`config.mk`:
```
export PLATFORM = sky130hd
export DESIGN_NAME = bmn_queue
export DESIGN_NICKNAME = d
export VERILOG_FILES = /design/src/rtl/bmn_pkg.sv /design/src/rtl/bmn_queue.sv
export SDC_FILE = /design/constraint.sdc
export NUM_CORES = 1
export LEC_CHECK = 0
export CORE_ASPECT_RATIO = 0.6
export CORE_UTILIZATION = 55
export CTS_BUF_LIST = sky130_fd_sc_hd__clkbuf_4 sky130_fd_sc_hd__clkbuf_8
export CTS_CLUSTER_DIAMETER = 150
export DETAILED_ROUTE_END_ITERATION = 8
export DONT_BUFFER_PORTS = 1
export PLACE_DENSITY_LB_ADDON = 0.08
export SLEW_MARGIN = 10
export SYNTH_ARGS = -nofsm -noshare
export SYNTH_HDL_FRONTEND = slang
export SYNTH_SLANG_ARGS = --single-unit
```
`constraint.sdc`:
```
create_clock -name clk -period 12.2 [get_ports clk]
set_input_delay 0.61 -clock clk [delete_from_list [all_inputs] [get_ports clk]]
set_output_delay 0.61 -clock clk [all_outputs]
set_load 0.01 [all_outputs]
```
`src/rtl/bmn_pkg.sv`:
```
// shared types, constants and the divisor table of the 3x3 box mean filter
package bmn_pkg;

  localparam int PW         = 16;
  localparam int COL_W      = 10;
  localparam int ROW_W      = 12;
  localparam int FW_W       = 11;
  localparam int FH_W       = 13;
  localparam int CFG_IDX_W  = 2;
  localparam int CFG_DATA_W = 13;
  localparam int FW_RESET   = 1024;
  localparam int FH_RESET   = 4096;

  localparam logic [CFG_IDX_W-1:0] REG_FRAME_WIDTH  = 2'd0;
  localparam logic [CFG_IDX_W-1:0] REG_FRAME_HEIGHT = 2'd1;

  // result kinds a pixel can cause, in emission order
  localparam int RES_INNER  = 0;
  localparam int RES_RIGHT  = 1;
  localparam int RES_BOTTOM = 2;
  localparam int RES_CORNER = 3;

  localparam int QDEPTH   = 4;
  localparam int COLSUM_W = 18;
  localparam int SUM_W    = 20;
  localparam int RECIP_W  = 25;
  localparam int PROD_W   = SUM_W + RECIP_W;
  localparam int QSHIFT   = 24;

  // reciprocals scaled by 2^24, exact for dividends below 2^20
  localparam logic [RECIP_W-1:0] RECIP_1 = 25'd16777216;
  localparam logic [RECIP_W-1:0] RECIP_2 = 25'd8388608;
  localparam logic [RECIP_W-1:0] RECIP_4 = 25'd4194304;
  localparam logic [RECIP_W-1:0] RECIP_3 = 25'd5592406;
  localparam logic [RECIP_W-1:0] RECIP_9 = 25'd1864136;

  // [column][row][bit]: column 0 is x-2, 2 is x; row 0 is y-2, 2 is y
  typedef logic [2:0][2:0][PW-1:0] pix_grid_t;

  typedef struct packed {
    logic [3:0]       pres;
    logic [2:0]       cmask;
    logic [2:0]       rmask;
    logic [COL_W-1:0] col_cur;
    logic [COL_W-1:0] col_prv;
    logic [ROW_W-1:0] row_cur;
    logic [ROW_W-1:0] row_prv;
    pix_grid_t        grid;
  } entry_t;

  typedef struct packed {
    logic [RECIP_W-1:0] mult;
    logic               extra;
  } recip_t;

  function automatic recip_t recip_of(input logic [3:0] n);
    recip_t r;
    r.mult  = RECIP_1;
    r.extra = 1'b0;
    case (n)
      4'd1: r.mult = RECIP_1;
      4'd2: r.mult = RECIP_2;
      4'd3: r.mult = RECIP_3;
      4'd4: r.mult = RECIP_4;
      4'd6: begin
        r.mult  = RECIP_3;
        r.extra = 1'b1;
      end
      4'd9: r.mult = RECIP_9;
      default: r.mult = '0;
    endcase
    return r;
  endfunction

endpackage

```
`src/rtl/bmn_queue.sv`:
```
// short queue of classified pixels between front and back
module bmn_queue (
  input  logic            clk,
  input  logic            rst,
  input  logic            push_valid,
  output logic            push_ready,
  input  bmn_pkg::entry_t push_data,
  output logic            pop_valid,
  input  logic            pop_ready,
  output bmn_pkg::entry_t pop_data
);
  import bmn_pkg::*;

  localparam int QAW = $clog2(QDEPTH);

  entry_t         slots [QDEPTH];
  logic [QAW-1:0] wr_ptr, rd_ptr;
  logic [QAW:0]   count;
  logic           push, pop;

  assign push_ready = (count != (QAW+1)'(QDEPTH));
  assign pop_valid  = (count != '0);
  assign push       = push_valid && push_ready;
  assign pop        = pop_valid && pop_ready;
  assign pop_data   = slots[rd_ptr];

  always_ff @(posedge clk) begin
    if (rst) begin
      wr_ptr <= '0;
      rd_ptr <= '0;
      count  <= '0;
    end else begin
      if (push) begin
        wr_ptr <= wr_ptr + 1'b1;
      end
      if (pop) begin
        rd_ptr <= rd_ptr + 1'b1;
      end
      if (push && !pop) begin
        count <= count + 1'b1;
      end else if (pop && !push) begin
        count <= count - 1'b1;
      end
    end
  end

  always_ff @(posedge clk) begin
    if (push) begin
      slots[wr_ptr] <= push_data;
    end
  end

endmodule

```
## Yosys cells after proc, flatten, opt, wreduce, memory -nomap -nowiden

Memories as Yosys holds them, arrays and structs flattened. A register that Yosys moved wholly into a read port is not among the register bits.
Index checks and enable logic that the tools add are counted.

- Flip-flop bits (word level): 7
- Bits in latches: 0
- RAM bits: 792
- Memory bits (read-only): 0
- Input bits: 202
- Logic and storage cells: 23
- Memories: 1

Memories:

| memory | words | width | read ports | clocked after memory_dff | wr ports | line | source |
|---|---|---|---|---|---|---|---|
| slots | 4 | 198 | 1 | 1 | 1 | bmn_queue.sv:16 | `entry_t slots [QDEPTH];` |

- Add/sub/neg operators: 4
- Multipliers: 0
- Divide/modulo/power cells: 0
- Order comparisons: 0
- Equal/unequal tests: 1
- Shifts and indexed selects: 0
- Mux-type cells: 6
- Bitwise gates (word level): 0
- Reductions and logical operators: 8

Operators with widths:

| cell | count |
|---|---|
| two-way mux 3 bit | 2 |
| adder 2 x 1 -> 2 bit, second input constant | 2 |
| logical AND 1 bit | 4 |
| two-way mux 2 bit | 2 |
| adder 3 x 1 -> 3 bit, second input constant | 1 |
| != test 3 bit, second input constant | 1 |
| nonzero test 3 bit | 1 |
| subtractor 3 x 1 -> 3 bit, second input constant | 1 |
| logical NOT 1 bit | 2 |
| two-way mux 1 bit | 2 |
| nonzero test 2 bit | 1 |

## Depth between registers and ports, before layout

- Depth after elaboration: 6
- Depth in mapped cells: 8
- Gate-level depth less buffers: 8

## Least setup slack after synthesis

OpenSTA, ideal clock, no wires.

- Kind: input to register
- From: in push_valid
- To: mem slots[0][0] (netlist bit) (enable)
- Setup time: 583 ps
- Data arrival time: 5,429 ps
- Required time: 11,617 ps
- Path slack: 6,188 ps
- Stages on the path: 2
- Path buffers: 0
- Cell sequence: a21boi_2 -> and2_1

- Longest elaborated chain between the ends: 3

Ends and longest elaborated chain:

| element | line | source |
|---|---|---|
| start: declaration | bmn_queue.sv:5 | `input logic push_valid,` |
| logical AND 1 bit | bmn_queue.sv:23 | `assign push = push_valid && push_ready;` |
| two-way mux 1 bit | bmn_queue.sv:48 | `if (push) begin` |
| two-way mux 1 bit (implied by the code) | bmn_queue.sv:49 | `slots[wr_ptr] <= push_data;` |
| end: declaration | bmn_queue.sv:16 |  |

No other way between the ends.

==> impl_metrics.yaml <==
power_and_ir_drop:
  seqPwrFrac_pct: 50.0
  pwr-share-comb_pct: 20.4
  power.density_nw_per_um2: 202
  switching_share_pct: 27.1
  switchingPower_mw: 1.85
  p_int_mw: 4.99
  ir_worst_vdd_uv: 139
  leakagePower_nw: 10.6
  pwr-share-clk_pct: 29.5
critical_path:
  worst-path-stages: 3
  crit_type: "reg2out"
  ff2ff_path_depth: 5
  reg2reg_slack_ns: 8.65
  arrival_ns: 3.67
  crit_chain: "buf_4 > buf_4 > mux4_2"
  path_buf_inv: 2
  crit_slowest_cell: "buf_4"
  crit_family: "buffers and inverters"
  worst_ep_required_time_ns: 11.59
  cp_max_fo: 50
  crit_path_start_kind: "flop"
  path_common_cell: "buf_4"
  critPathCaptureType: "primary output"
  cp-endpoint: "pop_data[47]"
  r2r-end: "slots[0][193]$_DFFE_PP_"
  reg2reg_from: "count[0]$_SDFFE_PP0P_"
  slowest_delay_ns: 0.92
placed_design:
  dpl.cell_count: 1749
  portBuffers: 0
  dp_hpwl_um: 32100
  gp_congestion: 0.768
  placed_cell_area_um2: 29700
logic_synthesis:
  ys_seq_elements: 801
  synth-seq-area-share_pct: 82.6
  synth_cell_types: 23
  synth_warnings: 0
  syn_area_per_cell_um2: 26.8
  syn_nets: 1290
  synth_cells: 1082
  syn-cell-area_um2: 29000
outcome:
  outcome: "complete, no violations"
final_layout:
  stdcell_area_um2: 33900
  drive_above_1_share_pct: 27.4
  area_delta_synth_final_pct: 16.9
  fillers: 3246
  final_cells: 2153
  layout.nets: 1577
route:
  route.detailed.drc: 0
  detail-route-antenna-nets: 0
  viasPerCell: 5.75
  dr_total_vias: 12400
  drt_iter0_drc: 808
  post_drt_wl_per_cell_um: 25.8
  dr.pass1.iters: 5
  drt_wl_total_um: 55600
hold_path:
  hold_class: "in2reg"
clock_tree:
  clock_sinks: 801
  numCtsBuffers: 112
  clock_path_buffers: 3
  cts_setup_buffers: 0
  clock_latency_ns: 0.72
  clk_pin_slew_worst_paths_ns: 0.06
  cts_max_level: 3
  cts_tree: "done"
  cts-root-buf: "clkbuf_8"
global_routing:
  first_global_vias: 12900
  track_usage_pct: 20.9
  antenna_found_initial: 2
  grt_overflow: 0
  grt_pass1_wl_um: 82700
  grt_max_degree: 66
sta:
  setup_violations: 0
  period_minus_slack_ns: 4.28
  finalHoldViolCount: 0
  finClkSkew_ns: 0.0337
  clock.fmax_ghz: 0.233
  fin_crit_sh_pct: 35.1
  hold_ws_ns: 0.102
  tightestPinTransition_ns: 1.02
  rsz0062_at_grt: "no"
  finalMaxSlewViolations: 0
  slew_headroom_pct: 32.0
  fin_tns_setup_ns: 0
floorplan:
  die_height_um: 180
  die_w_um: 299
  core-area_um2: 51500
  row_count: 64
  dieArea_um2: 53700
  start_util_pct: 56.3
  io_pins: 402
flow_run:
  maxCapViolations: 0
-- timing repair --
item	4_1_cts	5_1_grt
endpoints found under the hold margin	799	0
gates resized for setup	0	0
hold buffers	199	0
-- state kept, by name (all words and copies together) (netlist names), named ones only --
name	count
count	3
rd_ptr	2
slots	792
wr_ptr	2
-- layout make-up --
type                       instances  area [um2]  share of cell area [%]
antenna                            3        7.51                  0.0221
clock buffer                     155        1900                    5.59
clock inverter                    47         289                   0.852
inverter                           3        11.3                  0.0332
multi-input combinational        233        4740                    14.0
sequential                       801       24000                    70.7
tap                              693         867                    2.56
timing repair buffer             218        2130                    6.29
-- stage by stage --
stage	power, mW	setup WS (ns)	utilization (%)
floorplan	4.59	6.19	-
global placement	4.83	8.44	57.7
detailed placement	4.85	8.46	57.7
CTS	6.94	7.70	65.9
global route	7.12	7.47	65.9
finish	6.84	7.92	65.9
-- cells in the mapped netlist (all sizes together) --
cell    count  area, um2
fa          1       20.0
o31ai       1       7.51
and2        4       25.0
mux2        1       11.3
xor2        4       35.0
a21oi       1       5.00
a21boi      1       11.3
edfxtp    792      23800
ha          5       62.6
clkbuf      7       26.3
mux2i       2       20.0
or3         2       12.5
o21ai       1       5.00
buf        38        283
nor2        8       30.0
nand2b      2       12.5
mux4      198       4460
nand2       1       3.75
o311ai      1       8.76
inv         3       11.3
dfxtp       9        180
-- worst min-delay path by stage --
stage | startpoint | end | depth (start not counted)
finish | rst | wr_ptr[1]$_SDFFE_PP0P_ | 2
CTS | rst | wr_ptr[1]$_SDFFE_PP0P_ | 2
global route | rst | wr_ptr[1]$_SDFFE_PP0P_ | 2
detailed placement | rd_ptr[1]$_SDFFE_PP0P_ | flop | 2
global placement | wr_ptr[1]$_SDFFE_PP0P_ | wr_ptr[1]$_SDFFE_PP0P_ | 2
floorplan | wr_ptr[1]$_SDFFE_PP0P_ | wr_ptr[1]$_SDFFE_PP0P_ | 2
-- cells by family (layout without fill, tap and decap cells) --
logic type | Yosys count | after routing | synth area share (%)
flops | 801 | 801 | 82.6
mux | 201 | 201 | 15.5
buf+inv | 48 | 423 | 1.10
simple gates | 17 | 17 | 0.289
fa+ha+maj | 6 | 6 | 0.285
compound gates | 5 | 5 | 0.129
xor+xnor | 4 | 4 | 0.121
other cells | 0 | 3 | 0
-- routing by layer --
layer,track usage [%],share of wire (%)
met1,28.6,40
met2,32.8,50
met3,6.50,6.9
met4,6.11,2.3
met5,0,0
-- layout by cell type (no fill, tap or decap), types with 3 or more instances in the layout --
cell type,instances
and2_4,4
buf_4,19
bufinv_16,3
clkbuf_4,38
clkbuf_8,117
clkinv_1,28
clkinv_2,12
dfxtp_1,7
diode_2,3
dlygate4sd3_1,199
edfxtp_1,792
ha_1,5
inv_1,3
mux4_2,198
nor2_1,8
xor2_1,4
-- power groups by stage --
stage	combinational [mW]	sequential (mW)	clock, mW
after global placement	1.36	3.48	0
after global routing	1.49	3.45	2.19
after floorplan	1.10	3.49	0
after CTS	1.44	3.43	2.07
final	1.40	3.42	2.02
after detailed placement	1.36	3.48	0
(Power assumes the default switching activity.)
