==> config.mk <==
export PLATFORM = sky130hd
export DESIGN_NAME = bmn_back
export DESIGN_NICKNAME = d
export VERILOG_FILES = /design/src/rtl/bmn_pkg.sv /design/src/rtl/bmn_back.sv
export SDC_FILE = /design/constraint.sdc
export NUM_CORES = 1
export LEC_CHECK = 0
export CORE_ASPECT_RATIO = 2
export CORE_MARGIN = 2
export CORE_UTILIZATION = 55
export DETAILED_ROUTE_END_ITERATION = 10
export DONT_BUFFER_PORTS = 1
export GPL_ROUTABILITY_DRIVEN = 1
export PLACE_DENSITY_LB_ADDON = 0.1
export SETUP_SLACK_MARGIN = 0.2
export SYNTH_ARGS = -nofsm -noshare
export SYNTH_HDL_FRONTEND = slang
export SYNTH_SLANG_ARGS = --single-unit
==> constraint.sdc <==
create_clock -name clk -period 26.2 [get_ports clk]
set_input_delay 2.62 -clock clk [delete_from_list [all_inputs] [get_ports clk]]
set_output_delay 2.62 -clock clk [all_outputs]
set_load 0.005 [all_outputs]
==> src/rtl/bmn_pkg.sv <==
// shared types, constants and the divisor table of the 3x3 box mean filter
package bmn_pkg;

  localparam int PW         = 16;
  localparam int COL_W      = 10;
  localparam int ROW_W      = 12;
  localparam int FW_W       = 11;
  localparam int FH_W       = 13;
  localparam int CFG_IDX_W  = 2;
  localparam int CFG_DATA_W = 13;
  localparam int FW_RESET   = 1024;
  localparam int FH_RESET   = 4096;

  localparam logic [CFG_IDX_W-1:0] REG_FRAME_WIDTH  = 2'd0;
  localparam logic [CFG_IDX_W-1:0] REG_FRAME_HEIGHT = 2'd1;

  // result kinds a pixel can cause, in emission order
  localparam int RES_INNER  = 0;
  localparam int RES_RIGHT  = 1;
  localparam int RES_BOTTOM = 2;
  localparam int RES_CORNER = 3;

  localparam int QDEPTH   = 4;
  localparam int COLSUM_W = 18;
  localparam int SUM_W    = 20;
  localparam int RECIP_W  = 25;
  localparam int PROD_W   = SUM_W + RECIP_W;
  localparam int QSHIFT   = 24;

  // reciprocals scaled by 2^24, exact for dividends below 2^20
  localparam logic [RECIP_W-1:0] RECIP_1 = 25'd16777216;
  localparam logic [RECIP_W-1:0] RECIP_2 = 25'd8388608;
  localparam logic [RECIP_W-1:0] RECIP_4 = 25'd4194304;
  localparam logic [RECIP_W-1:0] RECIP_3 = 25'd5592406;
  localparam logic [RECIP_W-1:0] RECIP_9 = 25'd1864136;

  // [column][row][bit]: column 0 is x-2, 2 is x; row 0 is y-2, 2 is y
  typedef logic [2:0][2:0][PW-1:0] pix_grid_t;

  typedef struct packed {
    logic [3:0]       pres;
    logic [2:0]       cmask;
    logic [2:0]       rmask;
    logic [COL_W-1:0] col_cur;
    logic [COL_W-1:0] col_prv;
    logic [ROW_W-1:0] row_cur;
    logic [ROW_W-1:0] row_prv;
    pix_grid_t        grid;
  } entry_t;

  typedef struct packed {
    logic [RECIP_W-1:0] mult;
    logic               extra;
  } recip_t;

  function automatic recip_t recip_of(input logic [3:0] n);
    recip_t r;
    r.mult  = RECIP_1;
    r.extra = 1'b0;
    case (n)
      4'd1: r.mult = RECIP_1;
      4'd2: r.mult = RECIP_2;
      4'd3: r.mult = RECIP_3;
      4'd4: r.mult = RECIP_4;
      4'd6: begin
        r.mult  = RECIP_3;
        r.extra = 1'b1;
      end
      4'd9: r.mult = RECIP_9;
      default: r.mult = '0;
    endcase
    return r;
  endfunction

endpackage

==> src/rtl/bmn_back.sv <==
// back end: steps through the results of each entry and computes the rounded means
module bmn_back (
  input  logic                      clk,
  input  logic                      rst,
  input  logic                      ent_valid,
  output logic                      ent_ready,
  input  bmn_pkg::entry_t           ent,
  output logic                      out_valid,
  input  logic                      out_ready,
  output logic [bmn_pkg::PW-1:0]    smoothed,
  output logic [bmn_pkg::COL_W-1:0] out_col,
  output logic [bmn_pkg::ROW_W-1:0] out_row,
  output logic                      run_last,
  output logic                      frame_last
);
  import bmn_pkg::*;

  typedef struct packed {
    logic [COL_W-1:0] col;
    logic [ROW_W-1:0] row;
    logic             run_last;
    logic             frame_last;
  } res_tag_t;

  logic [3:0] done, rem, sel;
  logic       pipe_en, issue, last_kind;
  logic [2:0] k_cm, k_rm;
  logic [1:0] nc, nr;
  logic [3:0] k_n;
  logic [2:0][COLSUM_W-1:0] csum;
  res_tag_t   k_tag;
  recip_t     rc;

  logic                     s1_valid, s2_valid, s3_valid;
  logic [2:0][COLSUM_W-1:0] s1_csum;
  logic [3:0]               s1_n;
  res_tag_t                 s1_tag, s2_tag, s3_tag;
  logic [SUM_W-1:0]         s2_t;
  logic [RECIP_W-1:0]       s2_m;
  logic                     s2_x, s3_x;
  logic [PROD_W-1:0]        s3_p;

  assign rem       = ent.pres & ~done;
  assign sel       = rem & (~rem + 4'd1);
  assign pipe_en   = !out_valid || out_ready;
  assign issue     = ent_valid && pipe_en;
  assign last_kind = (rem == sel);
  assign ent_ready = issue && last_kind;

  always_comb begin
    k_cm = ent.cmask & ((sel[RES_RIGHT] || sel[RES_CORNER]) ? 3'b110 : 3'b111);
    // bottom results drop row y-2 and keep rows y-1 and y
    k_rm = ent.rmask & ((sel[RES_BOTTOM] || sel[RES_CORNER]) ? 3'b110 : 3'b111);
    k_tag.col = (sel[RES_INNER] || sel[RES_BOTTOM]) ? ent.col_prv : ent.col_cur;
    k_tag.row = (sel[RES_INNER] || sel[RES_RIGHT]) ? ent.row_prv : ent.row_cur;
    k_tag.run_last   = last_kind;
    k_tag.frame_last = sel[RES_CORNER];
    nc  = 2'($countones(k_cm));
    nr  = 2'($countones(k_rm));
    k_n = {2'b00, nc} * {2'b00, nr};
    for (int c = 0; c < 3; c++) begin
      csum[c] = '0;
      if (k_cm[c]) begin
        csum[c] = (k_rm[0] ? COLSUM_W'(ent.grid[c][0]) : '0)
                + (k_rm[1] ? COLSUM_W'(ent.grid[c][1]) : '0)
                + (k_rm[2] ? COLSUM_W'(ent.grid[c][2]) : '0);
      end
    end
  end

  assign rc = recip_of(s1_n);

  always_ff @(posedge clk) begin
    if (rst) begin
      done      <= '0;
      s1_valid  <= 1'b0;
      s2_valid  <= 1'b0;
      s3_valid  <= 1'b0;
      out_valid <= 1'b0;
    end else begin
      if (issue) begin
        done <= last_kind ? '0 : (done | sel);
      end
      if (pipe_en) begin
        s1_valid  <= ent_valid;
        s2_valid  <= s1_valid;
        s3_valid  <= s2_valid;
        out_valid <= s3_valid;
      end
    end
  end

  // rounding: (2*sum + n) / (2*n) == (sum + n/2) / n, done as a reciprocal multiply
  always_ff @(posedge clk) begin
    if (pipe_en) begin
      s1_csum <= csum;
      s1_n    <= k_n;
      s1_tag  <= k_tag;

      s2_t   <= SUM_W'(s1_csum[0]) + SUM_W'(s1_csum[1]) + SUM_W'(s1_csum[2])
              + SUM_W'(s1_n >> 1);
      s2_m   <= rc.mult;
      s2_x   <= rc.extra;
      s2_tag <= s1_tag;

      s3_p   <= PROD_W'(s2_t) * PROD_W'(s2_m);
      s3_x   <= s2_x;
      s3_tag <= s2_tag;

      smoothed   <= s3_x ? s3_p[QSHIFT+1 +: PW] : s3_p[QSHIFT +: PW];
      out_col    <= s3_tag.col;
      out_row    <= s3_tag.row;
      run_last   <= s3_tag.run_last;
      frame_last <= s3_tag.frame_last;
    end
  end

  a_corner_ends_run: assert property (@(posedge clk) disable iff (rst)
    out_valid && frame_last |-> run_last)
    else $error("frame end result is not the last of its run");

  a_pop_clears_done: assert property (@(posedge clk) disable iff (rst)
    ent_ready |=> (done == '0))
    else $error("result marks not cleared after entry retired");

  a_partial_marks: assert property (@(posedge clk) disable iff (rst)
    issue && !last_kind |=> (done != '0))
    else $error("issued result not marked while entry stays");

endmodule

## Yosys cells after proc, flatten, opt, wreduce, memory -nomap -nowiden

Index checks and enable logic that the tools add are counted.

- Reductions and logical operators: 9
- Bitwise logic cells: 7
- Equality and inequality tests: 7
- Multipliers: 2
- Add/subtract/negate cells: 14
- Muxes and demuxes: 17

Operators with widths:

| kind | count |
|---|---|
| 16-bit two-way mux | 10 |
| 25-bit one-hot mux with 5 select lines | 1 |
| 17-bit by 16-bit adder with 18-bit output | 3 |
| 16-bit by 16-bit adder with 17-bit output | 3 |
| 20-bit by 25-bit multiplier with 41-bit output | 1 |
| 19-bit by 18-bit adder with 20-bit output | 1 |
| 20-bit by 3-bit adder with 20-bit output | 1 |
| 18-bit by 18-bit adder with 19-bit output | 1 |
| 12-bit two-way mux | 1 |
| 10-bit two-way mux | 1 |
| 4-bit bitwise AND | 2 |
| 4-bit by 2-bit == test with 1-bit output, second input constant | 2 |
| 4-bit by 3-bit == test with 1-bit output, second input constant | 2 |
| 4-bit NOT | 2 |
| 3-bit bitwise AND | 2 |
| 1-bit logical OR | 5 |
| 1-bit by 1-bit adder with 2-bit output | 2 |
| 2-bit by 1-bit adder with 2-bit output | 2 |
| 4-bit by 1-bit adder with 4-bit output, second input constant | 1 |
| 4-bit by 1-bit == test with 1-bit output, second input constant | 1 |
| 4-bit == test | 1 |
| 4-bit == test, second input constant | 1 |
| 2-bit by 2-bit multiplier with 4-bit output | 1 |
| 4-bit two-way mux | 1 |
| other kinds (5) | 8 |

- Register bits: 266
- Logic and storage cells: 87
- Bits of input ports: 202

## Logic depth before layout (Yosys ltp)

- Word-level depth: 11
- Depth in mapped cells: 27
- Mapped depth without buffers: 25

## Worst setup path after synthesis

No wires, ideal clock.

- Path type: in2out
- From: input port out_ready
- To: output port ent_ready
- Setup slack: 14.033 ns
- Data required time: 23.580 ns
- Data arrival time: 9.547 ns
- Cell stages on the path: 4
- Path buffers: 1
- Cells stage by stage: nand2b_1 clkbuf_1 and2_1 and2_1

- Cells in the longest elaborated chain, start to end: 3

RTL lines:

| what | RTL line | text |
|---|---|---|
| start, declared | bmn_back.sv:9 | `input logic out_ready,` |
| 1-bit logical OR | bmn_back.sv:45 | `assign pipe_en = !out_valid \|\| out_ready;` |
| 1-bit logical AND | bmn_back.sv:46 | `assign issue = ent_valid && pipe_en;` |
| 1-bit logical AND | bmn_back.sv:48 | `assign ent_ready = issue && last_kind;` |
| end, declared | bmn_back.sv:6 | `output logic ent_ready,` |

No other way between the ends.

## Worst setup path after layout

- From: register s2_m[16]
- To: register s3_p[27] (data pin)

- Cells in the longest elaborated chain, start to end: 1

RTL lines:

| what | RTL line | text |
|---|---|---|
| start, declared | bmn_back.sv:39 | `logic [RECIP_W-1:0] s2_m;` |
| start signal, assigned | bmn_back.sv:102 | `s2_m <= rc.mult;` |
| 20-bit by 25-bit multiplier with 41-bit output | bmn_back.sv:106 | `s3_p <= PROD_W'(s2_t) * PROD_W'(s2_m);` |
| end signal, assigned | bmn_back.sv:106 |  |
| end, declared | bmn_back.sv:41 | `logic [PROD_W-1:0] s3_p;` |

No other way between the ends.
A chain may end at the register's enable or synchronous reset.

==> metrics.yaml <==
timing:
  rsz0062_at_grt: "no"
  slew_viol_final: 0
  relSlewSlack: 0.256
  hold_viol: 0
  finalSetupViolCount: 0
  clock.fmax_mhz: 137
  min_period_over_period: 0.278
  fin_crit_ns: 7.28
  hold_ws_ns: 0.396
  tightest_slew_ns: 1.12
  fin_worst_skew_ns: 0.0218
  tns_ns: 0
  setup_slack_ns: 18.92
global_routing:
  track_usage: 0.236
  grt_pass1_vias: 14400
  antenna_found_initial: 1
  grt_max_degree: 86
  grt_pass1_wl_um: 78100
  grt_overflow: 0
yosys:
  ys.flop_type: "edfxtp_1"
  async_flop_share: 0
  syn_nets: 2887
  synth.top_cell.area_share: 0.286
  yosys.area.top_type: "edfxtp_1"
  synth-edff-count: 215
  yosysSeqAreaShare: 0.293
  synth.top_cells.by_count: "inv_1 (438), fa_1 (302), ha_1 (265), nand2_1 (251), edfxtp_1 (215)"
  netlist_instances: 2118
  syn_area_sq_um: 22600
  yosysMostFrequentCell: "inv_1"
  ys_ff_latch: 223
  yosysUniqueCellTypes: 59
  synthTopCellsByArea: "edfxtp_1 (29%), fa_1 (27%), ha_1 (15%)"
  synth_area_per_cell_sq_um: 10.7
  synth_warnings: 0
worst_hold_path:
  hp-class: "reg -> reg"
routing:
  via_count: 14100
  drtPass1Iterations: 7
  wl_per_cell_um: 18.7
  postRouteAntennaNets: 0
  viasPerCell: 5.31
  drc: 0
  wl_um: 49700
  drt_iter0_drc: 603
clocking:
  post_cts_resized: 0
  cts_max_path_buffers: 3
  clkTransAtPathRegs_ns: 0.07
  worst_skew_pair.late_latency_ns: 0.54
  cts_hold_repair.buffers: 0
  htreeDepth: 1
  cts_setup_buffers: 0
  numCtsBuffers: 22
  clock-root-buffer: "clkbuf_16"
  tritoncts: "yes"
  cts_sinks: 223
critical_path:
  crit_type: "reg -> reg"
  required_ns: 26.46
  crit_fanout: 23
  slowest_stage: "edfxtp_1"
  cpPeakStageDelay_ns: 0.94
  cp.arrival_ns: 7.53
  worst_path_most_repeated_cell: "fa_1"
  cp_num_buf_inv: 5
  crit_chain: "nand2_1 > inv_1 > ha_1 > inv_1 > fa_1 > fa_1 > inv_1 > fa_1 > fa_1 > fa_1 > inv_1 > fa_1 > inv_1 > ha_1 > a211oi_1 > nor2_1 > nor4b_1 > a211oi_1 > a2111oi_0 > nor2_1 > or2_2 > a211oi_1 > nor3_1"
  cpLargestDelayFamily: "adder cells"
  startpoint_type: "flop"
  end_kind: "flop"
layout:
  finalNonFillerCells: 2664
  nets: 2881
  syn2layout_area_growth_pct: 6.13
  nFillCells: 3592
  drive_gt1_frac: 0.0385
run_status:
  outcome: "complete, no violations"
die:
  fp.coreArea_sq_um: 40700
  chipHeight_um: 290
  num_io_pins: 244
  core.rowCount: 105
  initial_core_util: 0.554
  dieArea_sq_um: 42800
  die_width_um: 147
placed_design:
  gp_congestion: 0.950
  dp_hpwl_um: 41900
  portBuffers: 0
  pre_cts_slack_ns: 18.83
  place_inst: 2623
power:
  ir_drop_mv: 0.0748
  p_leak_uw: 0.0123
  power_density_nw_per_um2: 78.9
run:
  cap_violations: 0
[worst register-to-register path, stage by stage (launching register included)]
cell and delay [ns]:
edfxtp_1 0.94, nand2_1 0.22, inv_1 0.17, ha_1 0.16, inv_1 0.05, fa_1 0.45, fa_1 0.52, inv_1 0.11
fa_1 0.44, fa_1 0.51, fa_1 0.49, inv_1 0.05, fa_1 0.50, inv_1 0.04, ha_1 0.28, a211oi_1 0.24
nor2_1 0.09, nor4b_1 0.36, a211oi_1 0.16, a2111oi_0 0.50, nor2_1 0.12, or2_2 0.31, a211oi_1 0.23, nor3_1 0.07
[state kept, by name (all words and copies together), names as in the netlist, 4 cells and up]
signal	cells
s1_tag	24
s3_tag	24
s1_n	4
s2_m	6
s1_csum	54
s3_p	17
smoothed	16
s2_tag	24
done	4
out_col	10
s2_t	20
out_row	12
[cell families (layout without fill, tap and decap cells)]
logic type | count (synthesis) | in the layout | share of synthesized area
compound gates | 177 | 177 | 0.0506
mux | 30 | 30 | 0.0147
simple gates | 579 | 579 | 0.122
other cells | 0 | 1 | 0
flops | 223 | 223 | 0.293
fa+ha+maj | 567 | 567 | 0.415
buf+inv | 475 | 485 | 0.0790
xor+xnor | 67 | 67 | 0.0260
[layer usage]
| layer | GRT usage | routed length, um |
|---|---|---|
| met5 | 0 | 0 |
| met4 | 0.0617 | 1220 |
| met3 | 0.0240 | 2170 |
| met2 | 0.405 | 25000 |
| met1 | 0.324 | 21300 |
[cells in the final DEF (no fill, tap or decap), types with 5 or more instances in the layout]
master / synthesis / final
a2111oi_0: 5 / 5
a211oi_1: 10 / 10
a21o_1: 23 / 23
a21oi_1: 60 / 60
a31oi_1: 7 / 7
and2_1: 109 / 109
buf_4: 0 / 5
clkbuf_16: 0 / 22
dfxtp_1: 8 / 8
edfxtp_1: 215 / 215
fa_1: 302 / 302
ha_1: 265 / 265
inv_1: 438 / 438
mux2_2: 26 / 26
nand2_1: 251 / 251
nand2b_1: 12 / 11
nand3_1: 20 / 20
nand4_1: 6 / 6
nor2_1: 88 / 88
nor2b_1: 20 / 20
nor3_1: 34 / 34
nor3b_1: 5 / 5
o21a_1: 6 / 6
o21ai_0: 31 / 31
or3_1: 8 / 8
xnor2_1: 35 / 35
xor2_1: 32 / 32
[report_power, final]
group / switching (uW) / internal, uW
combinational: 554 / 423
sequential: 72.2 / 500
clock: 143 / 197
total: 770 / 1120
[path summary, 6_finish.rpt]
path,from,to,slack [ns],depth (start not counted)
min,s2_tag[19]$_DFFE_PN_,s3_tag[19]$_DFFE_PN_,0.40,0
max reg2reg,s2_m[16]$_SDFFCE_PN0N_,s3_p[27]$_DFFE_PN_,18.92,23
max,s2_m[16]$_SDFFCE_PN0N_,s3_p[27]$_DFFE_PN_,18.92,23
min reg2reg,s2_tag[19]$_DFFE_PN_,s3_tag[19]$_DFFE_PN_,0.40,0
[cell type report]
class,count,area (sq um),area share
Antenna cell,1,2.50,0.000104
Clock buffer,23,554,0.0231
Clock inverter,17,233,0.00972
Inverter,440,1650,0.0690
Multi-Input combinational cell,1420,14200,0.592
Sequential cell,223,6620,0.276
Tap cell,535,669,0.0280
Timing Repair Buffer,5,37.5,0.00157
[stage by stage]
stage          cell area [sq um]  power, uW   util
5_1_grt                    23900       2080  0.588
3_5_place_dp               23200       1560  0.569
6_report                   23900       1890  0.588
4_1_cts                    23900       1920  0.588
3_3_place_gp               23200       1550  0.569
2_1_floorplan              22600       1300      -
Power figures use the tool's default switching activity.
